**config.mk**
```make
export PLATFORM = sky130hd
export DESIGN_NAME = ipc_header_delta_encoder_unit
export DESIGN_NICKNAME = d
export VERILOG_FILES = /design/src/hdc_pkg.sv /design/src/hdc_lane.sv /design/src/hdc_serializer.sv /design/src/ipc_header_delta_encoder_unit.sv
export SDC_FILE = /design/constraint.sdc
export NUM_CORES = 2
export LEC_CHECK = 0
export BUFFER_PORTS_ARGS = -buffer_cell sky130_fd_sc_hd__buf_4
export CAP_MARGIN = 20
export CORE_ASPECT_RATIO = 1.25
export CORE_MARGIN = 2
export CORE_UTILIZATION = 55
export CTS_BUF_LIST = sky130_fd_sc_hd__clkbuf_16
export DETAILED_ROUTE_END_ITERATION = 8
export PLACE_DENSITY = 0.72
export SETUP_SLACK_MARGIN = 0.4
export SLEW_MARGIN = 20
export SYNTH_ARGS = -nofsm -noshare
export SYNTH_HDL_FRONTEND = slang
export SYNTH_SLANG_ARGS = --single-unit
```
**constraint.sdc**
```tcl
create_clock -name clk -period 17.2 [get_ports clk]
set_input_delay 0.86 -clock clk [delete_from_list [all_inputs] [get_ports clk]]
set_output_delay 0.86 -clock clk [all_outputs]
set_load 0.02 [all_outputs]
```
**src/hdc_pkg.sv**
```systemverilog
// Shared types and constants for the message header delta encoder.
package hdc_pkg;

    localparam int FIELDS = 6;

    typedef enum logic [3:0] {
        CODE_ZERO   = 4'd0,
        CODE_ONE    = 4'd1,
        CODE_SAME   = 4'd2,
        CODE_SHL    = 4'd3,
        CODE_SHR    = 4'd4,
        CODE_ADD8   = 4'd5,
        CODE_DEL8   = 4'd6,
        CODE_ADDU8  = 4'd7,
        CODE_DELU8  = 4'd8,
        CODE_ADD16  = 4'd9,
        CODE_DEL16  = 4'd10,
        CODE_ADDU16 = 4'd11,
        CODE_DELU16 = 4'd12,
        CODE_SET    = 4'd13
    } code_t;

    localparam logic [31:0] ALL_ONES   = 32'hffff_ffff;
    localparam logic [31:0] MASK_HI24  = 32'hffff_ff00;
    localparam logic [31:0] MASK_LO24  = 32'h00ff_ffff;
    localparam logic [31:0] MASK_HI16  = 32'hffff_0000;
    localparam logic [31:0] MASK_LO16  = 32'h0000_ffff;

    // Result of one lane: chosen code, data right-aligned, and data byte count.
    typedef struct packed {
        code_t       code;
        logic [31:0] data;
        logic [2:0]  nbytes;
    } lane_res_t;

endpackage

```
**src/hdc_lane.sv**
```systemverilog
// One field lane: picks the delta code of a field against its stored value.
module hdc_lane (
    input  logic [31:0]       cur,
    input  logic [31:0]       prv,
    output hdc_pkg::lane_res_t res
);
    import hdc_pkg::*;

    logic [31:0] up;
    logic [31:0] dn;
    logic [31:0] shl;
    logic [31:0] shr;

    assign up  = cur - prv;
    assign dn  = prv - cur;
    assign shl = {prv[30:0], 1'b0};
    assign shr = {prv[31], prv[31:1]};

    always_comb
    begin
        res.code   = CODE_SET;
        res.data   = cur;
        res.nbytes = 3'd4;
        if (cur == '0)
        begin
            res.code = CODE_ZERO; res.data = '0; res.nbytes = 3'd0;
        end
        else if (cur == ALL_ONES)
        begin
            res.code = CODE_ONE; res.data = '0; res.nbytes = 3'd0;
        end
        else if (cur == prv)
        begin
            res.code = CODE_SAME; res.data = '0; res.nbytes = 3'd0;
        end
        else if (cur == shl)
        begin
            res.code = CODE_SHL; res.data = '0; res.nbytes = 3'd0;
        end
        else if (cur == shr)
        begin
            res.code = CODE_SHR; res.data = '0; res.nbytes = 3'd0;
        end
        else if ((up & MASK_HI24) == '0)
        begin
            res.code = CODE_ADD8; res.data = {24'd0, up[7:0]}; res.nbytes = 3'd1;
        end
        else if ((dn & MASK_HI24) == '0)
        begin
            res.code = CODE_DEL8; res.data = {24'd0, dn[7:0]}; res.nbytes = 3'd1;
        end
        else if ((up & MASK_LO24) == '0)
        begin
            res.code = CODE_ADDU8; res.data = {24'd0, up[31:24]}; res.nbytes = 3'd1;
        end
        else if ((dn & MASK_LO24) == '0)
        begin
            res.code = CODE_DELU8; res.data = {24'd0, dn[31:24]}; res.nbytes = 3'd1;
        end
        else if ((up & MASK_HI16) == '0)
        begin
            res.code = CODE_ADD16; res.data = {16'd0, up[15:0]}; res.nbytes = 3'd2;
        end
        else if ((dn & MASK_HI16) == '0)
        begin
            res.code = CODE_DEL16; res.data = {16'd0, dn[15:0]}; res.nbytes = 3'd2;
        end
        else if ((up & MASK_LO16) == '0)
        begin
            res.code = CODE_ADDU16; res.data = {16'd0, up[31:16]}; res.nbytes = 3'd2;
        end
        else if ((dn & MASK_LO16) == '0)
        begin
            res.code = CODE_DELU16; res.data = {16'd0, dn[31:16]}; res.nbytes = 3'd2;
        end
    end

endmodule

```
**src/hdc_serializer.sv**
```systemverilog
// Merging stage: walks the six lane results and sends the encoded header one byte a beat.
module hdc_serializer (
    input  logic                                         clk,
    input  logic                                         rst_n,
    input  logic                                         load_valid,
    output logic                                         load_ready,
    input  hdc_pkg::lane_res_t [hdc_pkg::FIELDS-1:0]     res,
    output logic [7:0]                                   out_byte,
    output logic                                         last,
    output logic                                         out_valid,
    input  logic                                         out_ready
);
    import hdc_pkg::*;

    lane_res_t [FIELDS-1:0] held_reg;
    logic                   busy_reg;
    logic                   word_phase_reg;
    logic [1:0]             widx_reg;
    logic [2:0]             fld_reg;
    logic [1:0]             kb_reg;
    logic                   out_valid_reg;
    logic [7:0]             out_byte_reg;
    logic                   last_reg;

    logic [FIELDS-1:0] has;
    logic [31:0]       codeword;
    logic [2:0]        from;
    logic              nf_found;
    logic [2:0]        nf;
    logic [2:0]        nf_m1;
    logic [31:0]       cur_data;
    logic [7:0]        byte_next;
    logic              emit;
    logic              done;
    logic              advance;
    logic              load;

    always_comb
    begin
        for (int f = 0; f < FIELDS; f++)
        begin
            has[f] = held_reg[f].nbytes != 3'd0;
        end
    end

    assign codeword = {8'h00, held_reg[5].code, held_reg[4].code, held_reg[3].code,
                       held_reg[2].code, held_reg[1].code, held_reg[0].code};

    // First field at or after 'from' that carries data bytes.
    assign from = word_phase_reg ? 3'd0 : fld_reg + 3'd1;

    always_comb
    begin
        nf_found = 1'b0;
        nf       = '0;
        for (int f = 0; f < FIELDS; f++)
        begin
            if (!nf_found && (3'(f) >= from) && has[f])
            begin
                nf_found = 1'b1;
                nf       = 3'(f);
            end
        end
    end

    assign nf_m1    = held_reg[nf].nbytes - 3'd1;
    assign cur_data = held_reg[fld_reg].data;

    always_comb
    begin
        if (word_phase_reg)
        begin
            case (widx_reg)
                2'd0:    byte_next = codeword[31:24];
                2'd1:    byte_next = codeword[23:16];
                2'd2:    byte_next = codeword[15:8];
                default: byte_next = codeword[7:0];
            endcase
        end
        else
        begin
            case (kb_reg)
                2'd0:    byte_next = cur_data[7:0];
                2'd1:    byte_next = cur_data[15:8];
                2'd2:    byte_next = cur_data[23:16];
                default: byte_next = cur_data[31:24];
            endcase
        end
    end

    assign emit    = busy_reg && (!out_valid_reg || out_ready);
    assign done    = word_phase_reg ? (widx_reg == 2'd3 && !nf_found)
                                    : (kb_reg == 2'd0 && !nf_found);
    assign advance = word_phase_reg ? (widx_reg == 2'd3 && nf_found)
                                    : (kb_reg == 2'd0 && nf_found);

    assign load_ready = !busy_reg || (emit && done);
    assign load       = load_valid && load_ready;

    always_ff @(posedge clk or negedge rst_n)
    begin
        if (!rst_n)
        begin
            busy_reg       <= 1'b0;
            word_phase_reg <= 1'b1;
            widx_reg       <= '0;
            fld_reg        <= '0;
            kb_reg         <= '0;
            out_valid_reg  <= 1'b0;
        end
        else
        begin
            if (load)
            begin
                busy_reg       <= 1'b1;
                word_phase_reg <= 1'b1;
                widx_reg       <= '0;
            end
            else if (emit && done)
            begin
                busy_reg <= 1'b0;
            end
            else if (emit)
            begin
                if (word_phase_reg && widx_reg != 2'd3)
                begin
                    widx_reg <= widx_reg + 2'd1;
                end
                else if (advance)
                begin
                    word_phase_reg <= 1'b0;
                    fld_reg        <= nf;
                    kb_reg         <= nf_m1[1:0];
                end
                else
                begin
                    kb_reg <= kb_reg - 2'd1;
                end
            end

            if (emit)
            begin
                out_valid_reg <= 1'b1;
            end
            else if (out_ready)
            begin
                out_valid_reg <= 1'b0;
            end
        end
    end

    always_ff @(posedge clk)
    begin
        if (load)
        begin
            held_reg <= res;
        end
        if (emit)
        begin
            out_byte_reg <= byte_next;
            last_reg     <= done;
        end
    end

    assign out_byte  = out_byte_reg;
    assign last      = last_reg;
    assign out_valid = out_valid_reg;

    // While sending data bytes, the current field really carries data.
    a_field_has_data: assert property (@(posedge clk) disable iff (!rst_n)
        busy_reg && !word_phase_reg |-> (fld_reg < 3'(FIELDS)) && has[fld_reg])
        else $error("serializer sits on a field without data bytes");

    // The byte index never runs past the field's byte count.
    a_kb_in_range: assert property (@(posedge clk) disable iff (!rst_n)
        busy_reg && !word_phase_reg |-> ({1'b0, kb_reg} < held_reg[fld_reg].nbytes))
        else $error("byte index outside the field's data");

    // Finishing a header always puts a last byte into the output register.
    a_done_marks_last: assert property (@(posedge clk) disable iff (!rst_n)
        emit && done |=> out_valid_reg && last_reg)
        else $error("end of header not marked last");

endmodule

```
**src/ipc_header_delta_encoder_unit.sv**
```systemverilog
// Top level of the message header delta encoder: field lanes, lane register and serializer.
//
//  Channel   Handshake               Payload                                  Beats
//  header    hdr_valid / hdr_ready   major minor ref_req ref_to response      one per header
//                                    payload_size
//  bytes     byte_valid / byte_ready out_byte last                            4 to 28 per header
//
// When a header is taken, six lanes compare every field with its stored value in that same
// cycle and the results are registered; the stored header is updated at the same edge.
// The serializer then sends the code word and data bytes one per cycle while byte_ready is held
// high, 4 to 28 bytes per header; the single byte output port sets the sustained rate.
// The next header is accepted while the current one is still being sent, so the byte stream
// has no gaps between headers. Reset clears the stored header to zero and empties the pipe.
// Stalls on the byte side fill the lane register and then hold off the header side.
module ipc_header_delta_encoder_unit (
    input  logic               clk,
    input  logic               rst_n,
    input  logic               hdr_valid,
    output logic               hdr_ready,
    input  logic signed [31:0] major,
    input  logic signed [31:0] minor,
    input  logic signed [31:0] ref_req,
    input  logic signed [31:0] ref_to,
    input  logic signed [31:0] response,
    input  logic signed [31:0] payload_size,
    output logic               byte_valid,
    input  logic               byte_ready,
    output logic [7:0]         out_byte,
    output logic               last
);
    import hdc_pkg::*;

    // Stored header that the next one is compared against.
    logic [31:0]            prev_reg [FIELDS];
    logic [31:0]            cur      [FIELDS];
    lane_res_t [FIELDS-1:0] lane_res;
    // Lane register between the comparators and the serializer.
    lane_res_t [FIELDS-1:0] s1_res_reg;
    logic                   s1_valid_reg;
    logic                   ser_ready;
    logic                   accept;

    // A negative payload size counts as zero, both for coding and for storage.
    assign cur[0] = major;
    assign cur[1] = minor;
    assign cur[2] = ref_req;
    assign cur[3] = ref_to;
    assign cur[4] = response;
    assign cur[5] = payload_size[31] ? 32'd0 : payload_size;

    genvar g;
    generate
        for (g = 0; g < FIELDS; g++)
        begin : g_lane
            hdc_lane u_lane (
                .cur (cur[g]),
                .prv (prev_reg[g]),
                .res (lane_res[g])
            );
        end
    endgenerate

    assign hdr_ready = !s1_valid_reg || ser_ready;
    assign accept    = hdr_valid && hdr_ready;

    always_ff @(posedge clk or negedge rst_n)
    begin
        if (!rst_n)
        begin
            s1_valid_reg <= 1'b0;
            for (int i = 0; i < FIELDS; i++)
            begin
                prev_reg[i] <= '0;
            end
        end
        else
        begin
            if (accept)
            begin
                s1_valid_reg <= 1'b1;
                for (int i = 0; i < FIELDS; i++)
                begin
                    prev_reg[i] <= cur[i];
                end
            end
            else if (ser_ready)
            begin
                s1_valid_reg <= 1'b0;
            end
        end
    end

    always_ff @(posedge clk)
    begin
        if (accept)
        begin
            s1_res_reg <= lane_res;
        end
    end

    hdc_serializer u_ser (
        .clk        (clk),
        .rst_n      (rst_n),
        .load_valid (s1_valid_reg),
        .load_ready (ser_ready),
        .res        (s1_res_reg),
        .out_byte   (out_byte),
        .last       (last),
        .out_valid  (byte_valid),
        .out_ready  (byte_ready)
    );

endmodule
```
* Yosys cells after proc, flatten, opt, wreduce, memory -nomap -nowiden
Cells that the tools add are included.
Storage, ports and cells: flip-flop bits (word level) 680, input port bits 196, output and inout port bits 11, logic and storage cells 408
Operators by class: add/subtract/negate cells 16, $lt $le $gt $ge 8, equality and inequality tests 32, multiplexer cells 110, bitwise gates (word level) 3, reductions and logical operators 146
Operator list (number):
- $logic_not 32->1 | 54
- $mux 39 | 24
- $mux 38 | 24
- $eq 32x32->1 | 15
- $mux 37 | 12
- $mux 36 | 12
- $sub 32x32->32 | 10
- $bmux 39 s3 | 2
- $eq 32x32->1 const B | 5
- $eq 31x32->1 | 3
- $reduce_or 13->1 | 6
- $reduce_or 12->1 | 6
- $reduce_or 9->1 | 6
- $pmux 8 s3 | 2
- $reduce_or 8->1 | 6
- $mux 35 | 1
- $eq 31x32->1 const B | 1
- $sub 31x32->32 | 1
- $sub 32x31->32 | 1
- $mux 31 | 1
- $reduce_or 5->1 | 6
- $reduce_or 4->1 | 6
- $logic_and 1x1->1 | 20
- $mux 1 | 20
- other kinds (24) | 71

* Longest topological paths before layout
depth after elaboration 33, gate-level depth with buffers 22, depth with buffers taken out 17

* Modules after synthesis
Synthesis repeated with hierarchy kept, for this count alone.
Second synthesis, totals: cells, all modules 7602, area, all modules 66637.7 µm²
Modules (own cells, without submodules):
- hdc_lane at g_lane[2].u_lane ... | times used 3, cells an instance 1038, area an instance 6734.0 µm², sequential area each 0.0 µm²
- ipc_header_delta_encoder_unit | times used 1, cells an instance 676, area an instance 15218.3 µm², sequential area each 11831.3 µm²
- hdc_serializer | times used 1, cells an instance 579, area an instance 10113.4 µm², sequential area each 7548.5 µm²
- hdc_lane at g_lane[0].u_lane | times used 1, cells an instance 1121, area an instance 7292.0 µm², sequential area each 0.0 µm²
- hdc_lane at g_lane[5].u_lane | times used 1, cells an instance 1043, area an instance 6941.7 µm², sequential area each 0.0 µm²
- hdc_lane at g_lane[1].u_lane | times used 1, cells an instance 1069, area an instance 6870.3 µm², sequential area each 0.0 µm²

* Worst setup path before layout
OpenSTA, ideal clock, no wires.
path kind reg2reg, start register u_ser.fld_reg[0], end register u_ser.held_reg, in the netlist u_ser.codeword[0], enable pin, setup time 0.625 ns, arrival 7.084 ns, required time 16.575 ns, path slack 9.491 ns, stages on the path, launching flop included 10, buffers on the path 0, clock period less this slack 7.709 ns, path through dfrtp_1 -> ha_1 -> nand2b_1 -> o32a_1 -> nor2b_1 -> a31oi_1 -> nor4_1 -> nand2_1 -> nand2_1 -> and2_1
Between the ends: word-level cells in the longest chain between the ends 31, elaborated cells between the ends (all ways) 37, those cells by class add/sub (1); order compare (6); mux (8); reduce/logical (22)
Ends and longest elaborated chain:
- from (decl) | line hdc_serializer.sv:19 | logic [2:0] fld_reg;
- from (signal assigned) | line hdc_serializer.sv:132 | fld_reg <= nf;
- $add 3x1->3 * | line hdc_serializer.sv:50 | assign from = word_phase_reg ? 3'd0 : fld_reg + 3'd1;
- $mux 3 * | line hdc_serializer.sv:50
- $ge 1x3->1 | line hdc_serializer.sv:58 | if (!nf_found && (3'(f) >= from) && has[f])
- $logic_and 1x1->1 | line hdc_serializer.sv:58
- $mux 1 | line hdc_serializer.sv:58
- $logic_not 1->1 | line hdc_serializer.sv:58
- $logic_and 1x1->1 (2 in series) | line hdc_serializer.sv:58
- $mux 1 | line hdc_serializer.sv:58
- [... 16 more ...]
- $logic_not 1->1 * | line hdc_serializer.sv:92, hdc_serializer.sv:93
- $logic_and 1x1->1 (on tied branches) | line hdc_serializer.sv:93, hdc_serializer.sv:92
- $mux 1 * | line hdc_serializer.sv:92 | assign done = word_phase_reg ? (widx_reg == 2'd3 && !nf_found)
- named net u_ser.done | line hdc_serializer.sv:34 | logic done;
- $logic_and 1x1->1 * | line hdc_serializer.sv:97 | assign load_ready = !busy_reg || (emit && done);
- $logic_or 1x1->1 * | line hdc_serializer.sv:97
- $logic_and 1x1->1 * | line hdc_serializer.sv:98 | assign load = load_valid && load_ready;
- named net u_ser.load | line hdc_serializer.sv:36 | logic load;
- to (signal assigned) | line hdc_serializer.sv:156 | held_reg <= res;
- to (decl) | line hdc_serializer.sv:15 | lane_res_t [FIELDS-1:0] held_reg;
Mark *: on every way through the listed nets, which the timed path passes. The rest lies on a longest branch. A chain may end at the register's enable or synchronous reset.

* Worst setup path in the final report
start input payload_size[31], end register s1_res_reg[223] in the netlist's numbering, data pin
Between the ends: word-level cells in the longest chain between the ends 4, elaborated cells between the ends (all ways) 17, those cells by class add/sub (2); eq/ne (4); mux (1); reduce/logical (10)
Ends and longest elaborated chain:
- from (decl) | line ipc_header_delta_encoder_unit.sv:25 | input logic signed [31:0] payload_size,
- $mux 31 * | line ipc_header_delta_encoder_unit.sv:49 | assign cur[5] = payload_size[31] ? 32'd0 : payload_size;
- $sub 32x31->32 or $sub 31x32->32 (tied branches) | line hdc_lane.sv:15, hdc_lane.sv:14
- $logic_not 32->1 (tied with other cells) | line hdc_lane.sv:72 | else if ((dn & MASK_LO16) == '0)
- $reduce_or 13->1 (no source line)
- to (signal assigned) | line ipc_header_delta_encoder_unit.sv:97 | s1_res_reg <= lane_res;
- to (decl) | line ipc_header_delta_encoder_unit.sv:38 | lane_res_t [FIELDS-1:0] s1_res_reg;
Mark *: on every way between the ends. The rest lies on a longest branch, timed or not.

==> flow_metrics.env <==
export IMPL_critPathBufInv=1
export IMPL_cts_resized=0
export IMPL_dp_hpwl_um=225000
export IMPL_drive_gt1_share_pct=7.62
export IMPL_pin_count=207
export IMPL_synth_cells=7915
export IMPL_yosysSeqAreaShare_pct=29.9
export IMPL_netlist_top_cells_count="nand2_1 (738), a21oi_1 (668), o21ai_0 (592)"
export IMPL_cts_root_buf="clkbuf_16"
export IMPL_h_tree_depth=3
export IMPL_die_h_um=387
export IMPL_slew_headroom_pct=23.4
export IMPL_numCtsBuffers=72
export IMPL_grt_max_degree=109
export IMPL_skew_ns=0.0395
export IMPL_crit_type="in2reg"
export IMPL_synthArstFlopShare_pct=29.8
export IMPL_period_share_pct=40.7
export IMPL_synth_ff_type="edfxtp_1"
export IMPL_grt_overflow=0
export IMPL_syn2layout_area_growth_pct=6.83
export IMPL_slew_viol_final=0
export IMPL_finalSetupViolations=0
export IMPL_clock_sinks=677
export IMPL_dp_cells=9252
export IMPL_vias_per_cell=7.09
export IMPL_grt_use_met1_pct=51.3
export IMPL_drtAntennaViolNets=0
export IMPL_synth_largest_area_cell="edfxtp_1"
export IMPL_drt_iter0_markers=8636
export IMPL_nFillCells=10500
export IMPL_synthTopCellsByArea="edfxtp_1 (22%), dfrtp_1 (7.8%), ha_1 (7.3%)"
export IMPL_required_ns=17.61
export IMPL_dr_total_vias=66500
export IMPL_arrival_ns=7.41
export IMPL_hold_violations=0
export IMPL_ys_ff_latch=677
export IMPL_wire_per_inst_um=30.6
export IMPL_maxCapViolCount=0
export IMPL_synth_edf_count=475
export IMPL_grt_pass1_vias=63300
export IMPL_insertion_delay_ns=0.70
export IMPL_drc=0
export IMPL_register_area_mm2=0.0193
export IMPL_antenna_found_initial=6
export IMPL_final_cell_area_mm2=0.0691
export IMPL_avgSynthCellArea_um2=8.17
export IMPL_synth_area_mm2=0.0647
export IMPL_dr_pass1_iters=7
export IMPL_post_cts_setup_buffers=0
export IMPL_placed_area_mm2=0.0666
export IMPL_cts_tree="yes"
export IMPL_met3_usage_pct=8.27
export IMPL_leakagePower_nw=27.7
export IMPL_grt_usage_pct=45.8
export IMPL_fin_nets=8352
export IMPL_grt_busiest_layer="met2"
export IMPL_crit_chain="buf_4 -> nand2b_1 -> ha_1 -> a21oi_1 -> o21ai_0 -> a21o_1 -> o21ai_0 -> nand2_1 -> o211ai_1 -> nor4b_1 -> nand4_1 -> nor3_1 -> nor2_1 -> nand2_1 -> nand3b_1 -> nor2_1"
export IMPL_synth_top_area_share_pct=22.0
export IMPL_start_util_pct=55.5
export IMPL_p_per_area_mw_per_mm2=113
export IMPL_start_kind="primary input"
export IMPL_die_w_um=311
export IMPL_hold_class="in2async"
export IMPL_rows=140
export IMPL_largest_register_ffs=233
export IMPL_use_met2_pct=73.9
export IMPL_yosysWarnings=0
export IMPL_cp_slowest_cell="nand3b_1"
export IMPL_critPathTopFamily="simple AND/OR/NAND/NOR gates"
export IMPL_final_cells=9388
export IMPL_cp_end_kind="register"
export IMPL_fin_crit_ns=7.00
export IMPL_clk_pin_slew_ns=0.06
export IMPL_die_area_mm2=0.120
export IMPL_yosysUniqueCellTypes=122
export IMPL_io_buffers=206
export IMPL_critPathMaxFanout=66
export IMPL_ctsHoldBuffers=0
export IMPL_status="finished clean"
export IMPL_globalplace_congestion=1.09
export IMPL_rsz0062_at_grt="no"
export IMPL_drt_wl_total_um=288000
export IMPL_syn_num_nets=8503
export IMPL_synth_most_common_cell="nand2_1"
export IMPL_critPathMaxStageDelay_ns=0.71
export IMPL_grt_pass1_wl_um=416000
export IMPL_core_area_mm2=0.117
export IMPL_cts_buffer_depth=3
export IMPL_fmax_mhz=143
export IMPL_max_vdd_ir_drop_uv=96.0
export IMPL_multi_input_area_mm2=0.0415
export IMPL_fin_tns_setup_ns=0
export IMPL_worstMarginPinSlew_ns=1.14
==> worst reg2reg max path, stage by stage, from the launching register on <==
cell and delay (ns):
dfrtp_1 0.47, ha_1 0.66, nand2_1 0.25, o31ai_1 0.87
o32ai_1 0.19, a2111o_1 0.33, nor4_1 0.51, nand3_1 0.47
or3_1 0.87, mux2i_1 0.24, a21oi_1 0.39, a21oi_1 0.13
mux2i_1 0.27, mux2i_1 0.21, a211oi_1 0.48
==> power breakdown <==
part | leakage [nW] | total [mW] | switching, mW | internal [mW]
clock network | 1.21 | 1.68 | 0.783 | 0.898
registers | 6.73 | 2.14 | 0.249 | 1.89
logic | 19.7 | 3.98 | 2.69 | 1.28
==> placed cells by master, fill, tap and decap left out, types with 43 or more instances in the layout <==
cell type / Yosys / routed
o21ai_0: 592 / 592
a31oi_1: 79 / 79
nor2b_1: 45 / 45
a221oi_1: 43 / 43
a211oi_1: 137 / 137
xor2_1: 218 / 218
edfxtp_1: 475 / 475
a22oi_1: 47 / 47
clkbuf_16: 0 / 72
nor4_1: 160 / 158
o211ai_1: 101 / 101
buf_4: 16 / 257
a21o_1: 148 / 148
and2_1: 91 / 90
o22ai_1: 43 / 43
o21a_1: 97 / 97
mux2i_1: 103 / 103
ha_1: 380 / 380
dfrtp_1: 201 / 199
nand2b_1: 96 / 96
nor3_1: 153 / 149
or2_2: 44 / 44
a21oi_1: 668 / 668
nand4_1: 211 / 211
nor2_1: 581 / 581
xnor2_1: 327 / 327
inv_1: 492 / 497
nand2_1: 738 / 737
or3_1: 89 / 89
and3_1: 94 / 93
nand3_1: 147 / 147
o21bai_1: 58 / 58
==> kinds of logic (layout without fill, tap and decap cells) <==
family	count (synthesis)	after routing	share of synthesized area, %
muxes	165	165	3.09
xor gates and xnor gates	545	545	7.38
AOI/OAI and AO/OA	2508	2508	25.2
other	0	2	0
and+or+nand+nor	2651	2651	20.8
buffers and inverters	977	886	6.00
adders and majority gates	392	392	7.72
DFF	677	677	29.9
==> worst paths after layout <==
| kind | start | endpoint | slack [ns] | cells past startpoint |
|---|---|---|---|---|
| max in group asynchronous | rst_n | prev_reg[4]$_DFFE_PN0P_ | 15.76 | 2 |
| worst min-delay path | rst_n | prev_reg[111]$_DFFE_PN0P_ | 0.11 | 1 |
| worst min register to register | s1_res_reg[43]$_SDFFCE_PP0P_ | u_ser.held_reg[43]$_DFFE_PP_ | 0.41 | 0 |
| min in group clk | hdr_valid | s1_valid_reg$_DFFE_PN0P_ | 0.41 | 2 |
| worst max register to register | prev_reg[174]$_DFFE_PN0P_ | s1_res_reg[4]$_SDFFCE_PP0P_ | 10.63 | 14 |
| worst max-delay path | payload_size[31] | s1_res_reg[223]$_SDFFCE_PP0P_ | 10.20 | 16 |
==> through the flow <==
step	worst slack [ns]	util [%]	total power, mW	hold slack (ns)
floorplan	9.49	-	4.64	0.400
global placement	10.07	57.1	5.89	0.401
detailed placement	9.77	57.1	5.93	0.405
CTS	10.49	59.2	7.61	0.0912
global route	9.92	59.2	8.06	0.145
finish	10.20	59.2	7.80	0.110
==> layer usage <==
metal,share of wire (%),vias to the layer above
met5,0.019,-
met4,11,8
met3,9.8,1510
met2,45,4711
met1,34,31400
li1,-,28900
==> layout make-up <==
type | instances | area share [%]
well taps | 1562 | 2.83
clock inverters | 62 | 0.983
repair buffers | 259 | 2.83
inverters | 493 | 2.69
multi-input cells | 6261 | 60.1
flip-flops and latches | 677 | 28.0
diodes | 2 | 0.00724
clock buffers | 72 | 2.61
Power figures use the tool's default switching activity.
